===== config.mk =====
export PLATFORM = sky130hd
export DESIGN_NAME = aes_ctrl
export DESIGN_NICKNAME = d
export VERILOG_FILES = /design/src/rtl/core/aes_pkg.sv /design/src/rtl/core/aes_ctrl.sv
export SDC_FILE = /design/constraint.sdc
export NUM_CORES = 1
export LEC_CHECK = 0
export BUFFER_PORTS_ARGS = -buffer_cell sky130_fd_sc_hd__buf_4
export CAP_MARGIN = 20
export CORE_AREA = 3 3 40 42
export CTS_CLUSTER_DIAMETER = 30
export DETAILED_ROUTE_END_ITERATION = 8
export DIE_AREA = 0 0 43 45
export PLACE_DENSITY = 0.61
export SYNTH_ARGS = -nofsm -noshare
export SYNTH_HDL_FRONTEND = slang
export SYNTH_SLANG_ARGS = --single-unit

===== constraint.sdc =====
create_clock -name clk -period 2.1 [get_ports clk]
set_input_delay 0.42 -clock clk [delete_from_list [all_inputs] [get_ports clk]]
set_output_delay 0.42 -clock clk [all_outputs]
set_load 0.03 [all_outputs]

===== src/rtl/core/aes_pkg.sv =====
// ----------------------------------------------------------------------------
// AES-256 package
// Shared constants, S-box tables and round functions.
// ----------------------------------------------------------------------------
package aes_pkg;

  localparam int NumRounds = 14;
  localparam int RkEntries = 2 * (NumRounds + 1);
  localparam int SchedWords = 4 * (NumRounds + 1);

  localparam logic [1:0] REG_KEY0 = 2'd0;
  localparam logic [1:0] REG_KEY1 = 2'd1;
  localparam logic [1:0] REG_KEY2 = 2'd2;
  localparam logic [1:0] REG_KEY3 = 2'd3;

  // datapath commands
  typedef struct packed {
    logic load;      // capture input block, add round key 0
    logic round;     // apply one round with key at round_idx
    logic last_rnd;  // final round, no mix columns
    logic decrypt;
    logic [3:0] round_idx;
  } dp_cmd_t;

  function automatic logic [7:0] xt(input logic [7:0] a);
    xt = a[7] ? ((a << 1) ^ 8'h1b) : (a << 1);
  endfunction

  function automatic logic [7:0] gmul(input logic [7:0] a, input logic [3:0] b);
    logic [7:0] p;
    logic [7:0] x;
    p = 8'h00;
    x = a;
    for (int i = 0; i < 4; i++) begin
      if (b[i]) p = p ^ x;
      x = xt(x);
    end
    gmul = p;
  endfunction

  function automatic logic [7:0] sbox(input logic [7:0] a);
    logic [7:0] t [256];
    t = '{
      8'h63,8'h7c,8'h77,8'h7b,8'hf2,8'h6b,8'h6f,8'hc5,8'h30,8'h01,8'h67,8'h2b,8'hfe,8'hd7,8'hab,8'h76,
      8'hca,8'h82,8'hc9,8'h7d,8'hfa,8'h59,8'h47,8'hf0,8'had,8'hd4,8'ha2,8'haf,8'h9c,8'ha4,8'h72,8'hc0,
      8'hb7,8'hfd,8'h93,8'h26,8'h36,8'h3f,8'hf7,8'hcc,8'h34,8'ha5,8'he5,8'hf1,8'h71,8'hd8,8'h31,8'h15,
      8'h04,8'hc7,8'h23,8'hc3,8'h18,8'h96,8'h05,8'h9a,8'h07,8'h12,8'h80,8'he2,8'heb,8'h27,8'hb2,8'h75,
      8'h09,8'h83,8'h2c,8'h1a,8'h1b,8'h6e,8'h5a,8'ha0,8'h52,8'h3b,8'hd6,8'hb3,8'h29,8'he3,8'h2f,8'h84,
      8'h53,8'hd1,8'h00,8'hed,8'h20,8'hfc,8'hb1,8'h5b,8'h6a,8'hcb,8'hbe,8'h39,8'h4a,8'h4c,8'h58,8'hcf,
      8'hd0,8'hef,8'haa,8'hfb,8'h43,8'h4d,8'h33,8'h85,8'h45,8'hf9,8'h02,8'h7f,8'h50,8'h3c,8'h9f,8'ha8,
      8'h51,8'ha3,8'h40,8'h8f,8'h92,8'h9d,8'h38,8'hf5,8'hbc,8'hb6,8'hda,8'h21,8'h10,8'hff,8'hf3,8'hd2,
      8'hcd,8'h0c,8'h13,8'hec,8'h5f,8'h97,8'h44,8'h17,8'hc4,8'ha7,8'h7e,8'h3d,8'h64,8'h5d,8'h19,8'h73,
      8'h60,8'h81,8'h4f,8'hdc,8'h22,8'h2a,8'h90,8'h88,8'h46,8'hee,8'hb8,8'h14,8'hde,8'h5e,8'h0b,8'hdb,
      8'he0,8'h32,8'h3a,8'h0a,8'h49,8'h06,8'h24,8'h5c,8'hc2,8'hd3,8'hac,8'h62,8'h91,8'h95,8'he4,8'h79,
      8'he7,8'hc8,8'h37,8'h6d,8'h8d,8'hd5,8'h4e,8'ha9,8'h6c,8'h56,8'hf4,8'hea,8'h65,8'h7a,8'hae,8'h08,
      8'hba,8'h78,8'h25,8'h2e,8'h1c,8'ha6,8'hb4,8'hc6,8'he8,8'hdd,8'h74,8'h1f,8'h4b,8'hbd,8'h8b,8'h8a,
      8'h70,8'h3e,8'hb5,8'h66,8'h48,8'h03,8'hf6,8'h0e,8'h61,8'h35,8'h57,8'hb9,8'h86,8'hc1,8'h1d,8'h9e,
      8'he1,8'hf8,8'h98,8'h11,8'h69,8'hd9,8'h8e,8'h94,8'h9b,8'h1e,8'h87,8'he9,8'hce,8'h55,8'h28,8'hdf,
      8'h8c,8'ha1,8'h89,8'h0d,8'hbf,8'he6,8'h42,8'h68,8'h41,8'h99,8'h2d,8'h0f,8'hb0,8'h54,8'hbb,8'h16};
    sbox = t[a];
  endfunction

  function automatic logic [7:0] inv_sbox(input logic [7:0] a);
    logic [7:0] t [256];
    t = '{
      8'h52,8'h09,8'h6a,8'hd5,8'h30,8'h36,8'ha5,8'h38,8'hbf,8'h40,8'ha3,8'h9e,8'h81,8'hf3,8'hd7,8'hfb,
      8'h7c,8'he3,8'h39,8'h82,8'h9b,8'h2f,8'hff,8'h87,8'h34,8'h8e,8'h43,8'h44,8'hc4,8'hde,8'he9,8'hcb,
      8'h54,8'h7b,8'h94,8'h32,8'ha6,8'hc2,8'h23,8'h3d,8'hee,8'h4c,8'h95,8'h0b,8'h42,8'hfa,8'hc3,8'h4e,
      8'h08,8'h2e,8'ha1,8'h66,8'h28,8'hd9,8'h24,8'hb2,8'h76,8'h5b,8'ha2,8'h49,8'h6d,8'h8b,8'hd1,8'h25,
      8'h72,8'hf8,8'hf6,8'h64,8'h86,8'h68,8'h98,8'h16,8'hd4,8'ha4,8'h5c,8'hcc,8'h5d,8'h65,8'hb6,8'h92,
      8'h6c,8'h70,8'h48,8'h50,8'hfd,8'hed,8'hb9,8'hda,8'h5e,8'h15,8'h46,8'h57,8'ha7,8'h8d,8'h9d,8'h84,
      8'h90,8'hd8,8'hab,8'h00,8'h8c,8'hbc,8'hd3,8'h0a,8'hf7,8'he4,8'h58,8'h05,8'hb8,8'hb3,8'h45,8'h06,
      8'hd0,8'h2c,8'h1e,8'h8f,8'hca,8'h3f,8'h0f,8'h02,8'hc1,8'haf,8'hbd,8'h03,8'h01,8'h13,8'h8a,8'h6b,
      8'h3a,8'h91,8'h11,8'h41,8'h4f,8'h67,8'hdc,8'hea,8'h97,8'hf2,8'hcf,8'hce,8'hf0,8'hb4,8'he6,8'h73,
      8'h96,8'hac,8'h74,8'h22,8'he7,8'had,8'h35,8'h85,8'he2,8'hf9,8'h37,8'he8,8'h1c,8'h75,8'hdf,8'h6e,
      8'h47,8'hf1,8'h1a,8'h71,8'h1d,8'h29,8'hc5,8'h89,8'h6f,8'hb7,8'h62,8'h0e,8'haa,8'h18,8'hbe,8'h1b,
      8'hfc,8'h56,8'h3e,8'h4b,8'hc6,8'hd2,8'h79,8'h20,8'h9a,8'hdb,8'hc0,8'hfe,8'h78,8'hcd,8'h5a,8'hf4,
      8'h1f,8'hdd,8'ha8,8'h33,8'h88,8'h07,8'hc7,8'h31,8'hb1,8'h12,8'h10,8'h59,8'h27,8'h80,8'hec,8'h5f,
      8'h60,8'h51,8'h7f,8'ha9,8'h19,8'hb5,8'h4a,8'h0d,8'h2d,8'he5,8'h7a,8'h9f,8'h93,8'hc9,8'h9c,8'hef,
      8'ha0,8'he0,8'h3b,8'h4d,8'hae,8'h2a,8'hf5,8'hb0,8'hc8,8'heb,8'hbb,8'h3c,8'h83,8'h53,8'h99,8'h61,
      8'h17,8'h2b,8'h04,8'h7e,8'hba,8'h77,8'hd6,8'h26,8'he1,8'h69,8'h14,8'h63,8'h55,8'h21,8'h0c,8'h7d};
    inv_sbox = t[a];
  endfunction

  // one column of mix columns; byte 0 in top bits
  function automatic logic [31:0] mix_col(input logic [31:0] c, input logic inv);
    logic [7:0] a [4];
    logic [3:0] m0, m1, m2, m3;
    logic [31:0] r;
    for (int i = 0; i < 4; i++) a[i] = c[31-8*i -: 8];
    m0 = inv ? 4'd14 : 4'd2;
    m1 = inv ? 4'd11 : 4'd3;
    m2 = inv ? 4'd13 : 4'd1;
    m3 = inv ? 4'd9 : 4'd1;
    for (int i = 0; i < 4; i++) begin
      r[31-8*i -: 8] = gmul(a[i], m0) ^ gmul(a[(i+1)%4], m1) ^
                       gmul(a[(i+2)%4], m2) ^ gmul(a[(i+3)%4], m3);
    end
    mix_col = r;
  endfunction

  function automatic logic [31:0] sub_word(input logic [31:0] w);
    sub_word = {sbox(w[31:24]), sbox(w[23:16]), sbox(w[15:8]), sbox(w[7:0])};
  endfunction

endpackage


===== src/rtl/core/aes_ctrl.sv =====
// ----------------------------------------------------------------------------
// AES controller
// Sequences load, fourteen rounds and the output handshake.
// ----------------------------------------------------------------------------
module aes_ctrl (
  input  logic             clk,
  input  logic             rst,
  input  logic             in_valid,
  input  logic             func,
  output logic             in_ready,
  output logic             out_valid,
  input  logic             out_ready,
  input  logic             ks_busy,
  output aes_pkg::dp_cmd_t cmd
);

  localparam logic [1:0] ST_IDLE = 2'd0;
  localparam logic [1:0] ST_RUN = 2'd1;
  localparam logic [1:0] ST_DONE = 2'd2;

  logic [1:0] state;
  logic [3:0] rnd;
  logic dec;
  logic take;

  assign in_ready = (state == ST_IDLE) && !ks_busy;
  assign take = in_valid && in_ready;
  assign out_valid = (state == ST_DONE);

  always_comb begin
    cmd.load = take;
    cmd.round = (state == ST_RUN);
    cmd.last_rnd = (rnd == 4'(aes_pkg::NumRounds));
    cmd.decrypt = take ? func : dec;
    cmd.round_idx = take ? 4'd0 : rnd;
  end

  always_ff @(posedge clk) begin
    if (rst) begin
      state <= ST_IDLE;
      rnd <= 4'd0;
      dec <= 1'b0;
    end else begin
      case (state)
        ST_IDLE: if (take) begin
          state <= ST_RUN;
          rnd <= 4'd1;
          dec <= func;
        end
        ST_RUN: begin
          rnd <= rnd + 4'd1;
          if (rnd == 4'(aes_pkg::NumRounds)) state <= ST_DONE;
        end
        ST_DONE: if (out_ready) state <= ST_IDLE;
        default: state <= ST_IDLE;
      endcase
    end
  end

  // round counter stays in range while running
  a_rnd_range: assert property (@(posedge clk) disable iff (rst)
    (state == ST_RUN) |-> (rnd >= 4'd1 && rnd <= 4'(aes_pkg::NumRounds)))
    else $error("round counter out of range");
  // no new word taken while working
  a_no_take: assert property (@(posedge clk) disable iff (rst)
    (state != ST_IDLE) |-> !in_ready)
    else $error("ready while busy");
  // last round leads to done
  a_done: assert property (@(posedge clk) disable iff (rst)
    (state == ST_RUN && rnd == 4'(aes_pkg::NumRounds)) |=> (state == ST_DONE))
    else $error("missed done");

endmodule


After elaboration in Yosys (flattened, before gate mapping). Index checks and enable logic that the tools add are counted. Widths: inputs -> output; s select.

Multiplexer cells: 8. Add/sub/neg operators: 1. Eq/ne operators: 6. Reductions and logical operators: 7.

Operators by type and width (number): $mux 4 (2); $pmux 4 s2 (1); $mux 2 (3); $pmux 2 s3 (1); $add 4x1->4 const B (1); $eq 4x4->1 const B (1); $ne 2x2->1 const B (2); $reduce_and 3->1 (1); $eq 2x1->1 const B (1); $eq 2x2->1 const B (1); $logic_and 1x1->1 (2); $logic_not 2->1 (1); $ne 2x1->1 const B (1); $reduce_and 2->1 (1); $reduce_bool 2->1 (1); $logic_not 1->1 (1); $mux 1 (1).

Bits in registers: 7.

Depth between registers and ports, before layout. Gate-level depths: netlist (run 1).

Word-level depth: 5. Gate-level depth with buffers: 5. Gate-level depth less buffers: 5.

Worst setup path after synthesis (run 1). Ideal clock, no wire load.

Kind: input port to output port. Start point: in ks_busy. End point: out cmd[4] (netlist bit). Buffers on the path: 1. Data required time: 1680 ps. Stages on the path: 4. Arrival: 1433 ps. Setup slack: 247 ps. Cell sequence: or4b_1 buf_6 inv_6 mux2_4.

RTL lines: from (decl) (RTL line aes_ctrl.sv:13) `input logic ks_busy,`; to (decl) (RTL line aes_ctrl.sv:14) `output aes_pkg::dp_cmd_t cmd`.

==> flow_summary.yaml, run 1 <==
die:
  start_util: 0.304
  core_area_um2: 1280
  row_count: 13
  io-pin-count: 16
  dieWidth_um: 43
  dieArea_um2: 1940
  die_y_um: 45
sta:
  grt_setup_unrepaired: "true"
  fin_skew_ns: 0.00330
  maxSlewViolCount: 0
  worst_pin_slew_ns: 0.247
  slew_headroom: 0.835
  fin_crit_sh: 0.996
  setup_viol: 0
  timing.fmax_mhz: 478
  finalCriticalPeriod_ns: 2.09
  hold_slack_ns: 0.376
  finalHoldViolations: 0
  tns_ns: 0
synth:
  synthSimpleGateAreaFrac: 0.288
  synth-adder-area-share: 0.0641
  synth_mux_area_frac: 0.0385
  ys_ff_latch: 7
  synth_top_family_by_area: "simple AND/OR/NAND/NOR gates"
  synth_top_area_frac: 0.359
  syn_area_per_cell_um2: 8.67
  synth.distinct_cells: 23
  synth_compound_area_frac: 0.151
  synthTopCellsByArea: "dfxtp_1, ha_1, o21a_1"
  synth_nets: 53
  synth_area_leader_cell: "dfxtp_1"
  synth_area_um2: 390
  ys_seq_area_frac: 0.359
  yosysWarnings: 0
  synthXorXnorAreaFrac: 0
  synthCells: 45
grt:
  grt_max_degree: 9
  antenna_found_initial: 0
  grt-ovfl-total: 0
  track_usage: 0.102
  grt_pass1_vias: 339
  grt_pass1_wl_mm: 1.46
clock_network:
  cts_buffers: 3
  cts_hold_buf: 0
  max-clock-path-buffers: 2
  clk-insertion-delay-late_ns: 0.26
  cts_tree: "built"
  cts_htree_levels: 1
  cts_sinks: 7
  cts.clk_slew.worst_paths_ns: 0.05
  root_buffer: "clkbuf_4"
placed_design:
  portBuffers: 15
  routabilityCongestion: 0.727
  place_area_um2: 514
  dp_hpwl_um: 645
pwr:
  p_leak_nw: 0.280
  power_w: 0.000344
  ir_drop_v: 0.000275
  power_density_nw_per_um2: 618
worst_setup_path:
  rrSetupSlack_ns: 0.57
  cp_slowest_stage_delay_ns: 0.58
  crit_arrival_ns: 1.67
  crit_slowest_cell: "or4b_4"
  crit_type: "reg -> out"
  r2r_start: "state[1]"
  cp-start-kind: "register"
  worstPathMaxFanout: 4
  r2r_cells: 4
  crit_required_ns: 1.68
  rr_endpoint: "dec"
  path_cells: "or4b_4 > clkinv_4 > mux2_4 > buf_6"
  worstSetupEndpointType: "output pin"
drt:
  wire_per_inst_um: 10.9
  drc: 0
  drt_pass1_iterations: 4
  wirelength_um: 860
  drtIter0Drc: 4
  ant_nets: 0
  post_drt_via_cell_ratio: 4.78
  routed-via-count: 378
finish:
  final_cell_mix: "buf_4, dfxtp_1"
  stdcell_area_um2: 557
  area_delta_synth_final_pct: 42.6
  fin_nets: 73
  final_common_cell: "buf_4"
  layout-drive-gt1-share: 0.391
  antenna_cells: 0
hold_path:
  min_path_cells: 2
  hold_path.class: "in -> reg"
  hold_start: "rst"
  hold_end: "state[1]"
flow_run:
  cap_violations: 0
status:
  status: "finished, final reports clean"
-- cells by family (layout without fill, tap and decap cells) --
family,Yosys count,in the layout
adder cells (fa/ha/maj),2,2
AO/OA/AOI/OAI,9,9
multiplexers,1,1
flip-flops,7,7
AND/OR/NAND/NOR,20,20
buffers and inverters,6,25
-- cell usage after synthesis --
master    count
inv_1         2
mux2_4        1
nand2_1       2
inv_6         1
nand3_1       3
clkbuf_1      1
a211oi_1      1
nand2b_1      2
and2_1        3
a21oi_1       3
dfxtp_1       7
nor3_1        2
a31oi_1       1
and3_1        1
o21a_1        3
and2b_1       2
a21o_1        1
or3_1         1
buf_6         1
buf_4         1
nor2_1        3
ha_1          2
or4b_1        1
-- per-layer routing --
layer	wire, µm	global-route usage
met1	401	0.124
met2	370	0.153
met3	71	0.0319
met4	17	0.0723
met5	0	0
-- through the flow --
stage	utilization	cells	worst slack, ns
6_report	0.433	79	0.00923
5_1_grt	0.433	79	-0.0223
4_1_cts	0.426	78	0.00876
3_5_place_dp	0.400	74	-0.0235
3_3_place_gp	0.400	74	0.0143
2_1_floorplan	-	45	0.247
-- power by group --
part	switching [W]	internal (W)	leakage, nW
Clock	0.0000535	0.0000728	0.0150
Combinational	0.0000405	0.0000343	0.207
Sequential	0.00000473	0.000138	0.0575
Total	0.0000987	0.000245	0.280
-- worst max-delay path by stage --
stage / cells past startpoint / startpoint / end
floorplan: 4 / ks_busy / cmd[4]
global placement: 5 / ks_busy / cmd[4]
detailed placement: 5 / ks_busy / cmd[4]
CTS: 4 / state[1] / cmd[4]
global route: 4 / state[1] / cmd[4]
finish: 4 / state[1] / cmd[4]
-- cell type report --
type / count / area (µm²)
fill: 138 / 728
multi-input combinational: 32 / 215
sequential: 7 / 141
timing repair buffer: 18 / 139
clock buffer: 4 / 26.3
tap: 15 / 18.8
inverter: 3 / 16.3
-- worst max-delay path: cells and delay by family, from the launching register on --
| family | cells | cell delay [ns] |
|---|---|---|
| AND/OR/NAND/NOR | 1 | 0.58 |
| flip-flops | 1 | 0.32 |
| multiplexers | 1 | 0.30 |
| buffers and inverters | 2 | 0.21 |
-- state kept, by name (all words and copies together) (netlist names) --
name   cells
dec        1
rnd        4
state      2
-- timing repair --
| item | in CTS | in global routing |
|---|---|---|
| resized for setup | 2 | 2 |
| pin swaps | 1 | 1 |
| buffers inserted | 0 | 1 |
| endpoints found under the hold margin | 0 | 0 |
| endpoints found under the setup margin | 3 | 3 |
(Power assumes the default switching activity.)
==> run 2, diff against run 1 <==
--- a/config.mk
+++ b/config.mk
@@ -5,13 +5,15 @@
 export SDC_FILE = /design/constraint.sdc
 export NUM_CORES = 1
 export LEC_CHECK = 0
+export ABC_AREA = 1
 export BUFFER_PORTS_ARGS = -buffer_cell sky130_fd_sc_hd__buf_4
 export CAP_MARGIN = 20
 export CORE_AREA = 3 3 40 42
 export CTS_CLUSTER_DIAMETER = 30
 export DETAILED_ROUTE_END_ITERATION = 8
 export DIE_AREA = 0 0 43 45
-export PLACE_DENSITY = 0.61
+export PLACE_DENSITY = 0.63
+export SLEW_MARGIN = 20
 export SYNTH_ARGS = -nofsm -noshare
 export SYNTH_HDL_FRONTEND = slang
 export SYNTH_SLANG_ARGS = --single-unit
==> flow_summary.yaml, run 2 <==
worst_setup_path:
  worstSetupEndpointType: "output pin"
  crit_arrival_ns: 1.39
  cp-start-kind: "register"
  r2r_start: "rnd[0]"
  rrSetupSlack_ns: 0.99
  crit_required_ns: 1.68
  crit_type: "reg -> out"
  worstPathMaxFanout: 11
  rr_endpoint: "state[1]"
  r2r_cells: 6
drt:
  wire_per_inst_um: 9.03
  drtIter0Drc: 9
  ant_nets: 0
  post_drt_via_cell_ratio: 4.46
  routed-via-count: 410
  drc: 0
  wirelength_um: 831
  met3WireLength_um: 101
  wl_met2_um: 380
  drt_pass1_iterations: 4
  wl_met1_um: 350
  highest_layer: "met3"
synth:
  syn_area_per_cell_um2: 6.94
  synthCells: 60
  synth_area_leader_cell: "dfxtp_1"
  synthTopCellsByArea: "dfxtp_1, inv_1, nand2_1"
  ys_seq_area_frac: 0.336
  synth_most_common_cell: "inv_1"
  synth_nets: 68
  yosysWarnings: 0
  ys_ff_latch: 7
  synth.distinct_cells: 19
  synthFlopType: "dfxtp_1"
  synth_edf_count: 0
  synth_top_area_frac: 0.336
  async_flop_share: 0
  synth.cells.most_frequent: "inv_1, nand2_1, dfxtp_1, nor2_1"
  synth_area_um2: 417
sta:
  tns_ns: 0
  maxSlewViolCount: 0
  finalCriticalPeriod_ns: 1.81
  fin_crit_sh: 0.862
  timing.fmax_mhz: 553
  fin_skew_ns: 0.00499
  layout_setup_ws_ns: 0.290
  setup_viol: 0
  slew_headroom: 0.829
  grt_setup_unrepaired: "false"
  finalHoldViolations: 0
  worst_pin_slew_ns: 0.256
placed_design:
  routabilityCongestion: 0.785
  placedCellCount: 88
  portBuffers: 15
  dp_hpwl_um: 651
  dp_slack_ns: 0.437
status:
  status: "finished, final reports clean"
finish:
  final_common_cell: "buf_4"
  reg_top3: "rnd x4, state x2, dec x1"
  layout-drive-gt1-share: 0.338
  final_cell_mix: "buf_4, inv_1, nand2_1"
  antenna_cells: 0
  largest_reg_flops: 4
  final_cells: 92
  area_delta_synth_final_pct: 33.3
  top_register: "rnd"
  fin_nets: 86
grt:
  antenna_found_initial: 0
  grt_max_degree: 12
  grt_pass1_wl_mm: 1.51
  grt_pass1_vias: 364
  track_usage: 0.107
  grt-ovfl-total: 0
pwr:
  internal-power_w: 0.000246
  ir_drop_v: 0.000425
  switching_share: 0.314
  p_leak_nw: 0.312
  power_frac_seq: 0.417
  power_frac_comb: 0.235
  power_w: 0.000359
  power.net_switching_w: 0.000112
  pwr-share-clk: 0.348
  power_density_nw_per_um2: 645
die:
  dieArea_um2: 1940
  io-pin-count: 16
  row_count: 13
  dieWidth_um: 43
  core_area_um2: 1280
  die_y_um: 45
  start_util: 0.324
hold_path:
  hold_start: "rst"
  hold_path.class: "in -> reg"
  hold_end: "rnd[2]"
  min_path_cells: 2
clock_network:
  clk-insertion-delay-late_ns: 0.25
  cts_sinks: 7
  cts_tree: "built"
  root_buffer: "clkbuf_4"
  cts_buffers: 3
  max-clock-path-buffers: 2
  cts_setup_buffers: 0
  cts_htree_levels: 1
  cts.clk_slew.worst_paths_ns: 0.06
  cts_hold_buf: 0
  ctsResizeCount: 0
flow_run:
  cap_violations: 0
[run 2: cell count changes after synthesis, sizes merged, moves of 2 or more]
cell / before / now
a21oi: 3 / 5
and2: 3 / 0
and2b: 2 / 0
inv: 3 / 14
nand2: 2 / 12
nand2b: 2 / 0
nand3: 3 / 6
nor2: 3 / 5
o21a: 3 / 0
o21ai: 0 / 2
[run 2: worst max path at each step]
stage	from	end	depth (start not counted)
2_1_floorplan	ks_busy	in_ready	1
3_3_place_gp	ks_busy	cmd[4]	6
3_5_place_dp	ks_busy	cmd[4]	6
4_1_cts	state[0]	cmd[4]	5
5_1_grt	state[0]	cmd[4]	6
6_report	state[0]	cmd[4]	5
[run 2: cells by family (layout without fill, tap and decap cells)]
logic type / count (synthesis) / in the layout / share of synthesized area
fa+ha+maj: 2 / 2 / 0.0601
flops: 7 / 7 / 0.336
simple gates: 27 / 27 / 0.315
buf+inv: 16 / 33 / 0.171
compound gates: 8 / 8 / 0.117
[run 2: metal layers]
metal	vias to the layer above	global-route usage
met5	-	0
met2	14	0.165
li1	221	-
met4	0	0.0181
met1	175	0.121
met3	0	0.0797
[run 2: per-stage QoR]
step	instance area [µm²]	util	hold slack, ns
floorplan	417	-	0.482
global placement	529	0.412	0.512
detailed placement	529	0.412	0.532
CTS	556	0.432	0.346
global route	556	0.432	0.349
finish	556	0.432	0.353
[run 2: power by group through the flow]
stage | clock, W | sequential (W) | combinational, W
after floorplan | 0 | 0.000150 | 0.0000586
after global placement | 0 | 0.000152 | 0.0000843
after detailed placement | 0 | 0.000152 | 0.0000849
after CTS | 0.000132 | 0.000149 | 0.0000854
after global routing | 0.000139 | 0.000151 | 0.0000954
final | 0.000125 | 0.000150 | 0.0000842
[run 2: layout make-up]
class,count,area (µm²)
well taps,15,18.8
fillers,137,729
flip-flops and latches,7,140
multi-input cells,37,205
inverters,14,52.6
repair buffers,15,113
clock buffers,4,26.3
[run 2: worst max-delay path, stage by stage, from the launching register on]
cell	delay, ns
dfxtp_1	0.35
nor2_1	0.13
nand3_2	0.23
o21ai_2	0.21
inv_1	0.05
buf_4	0.16
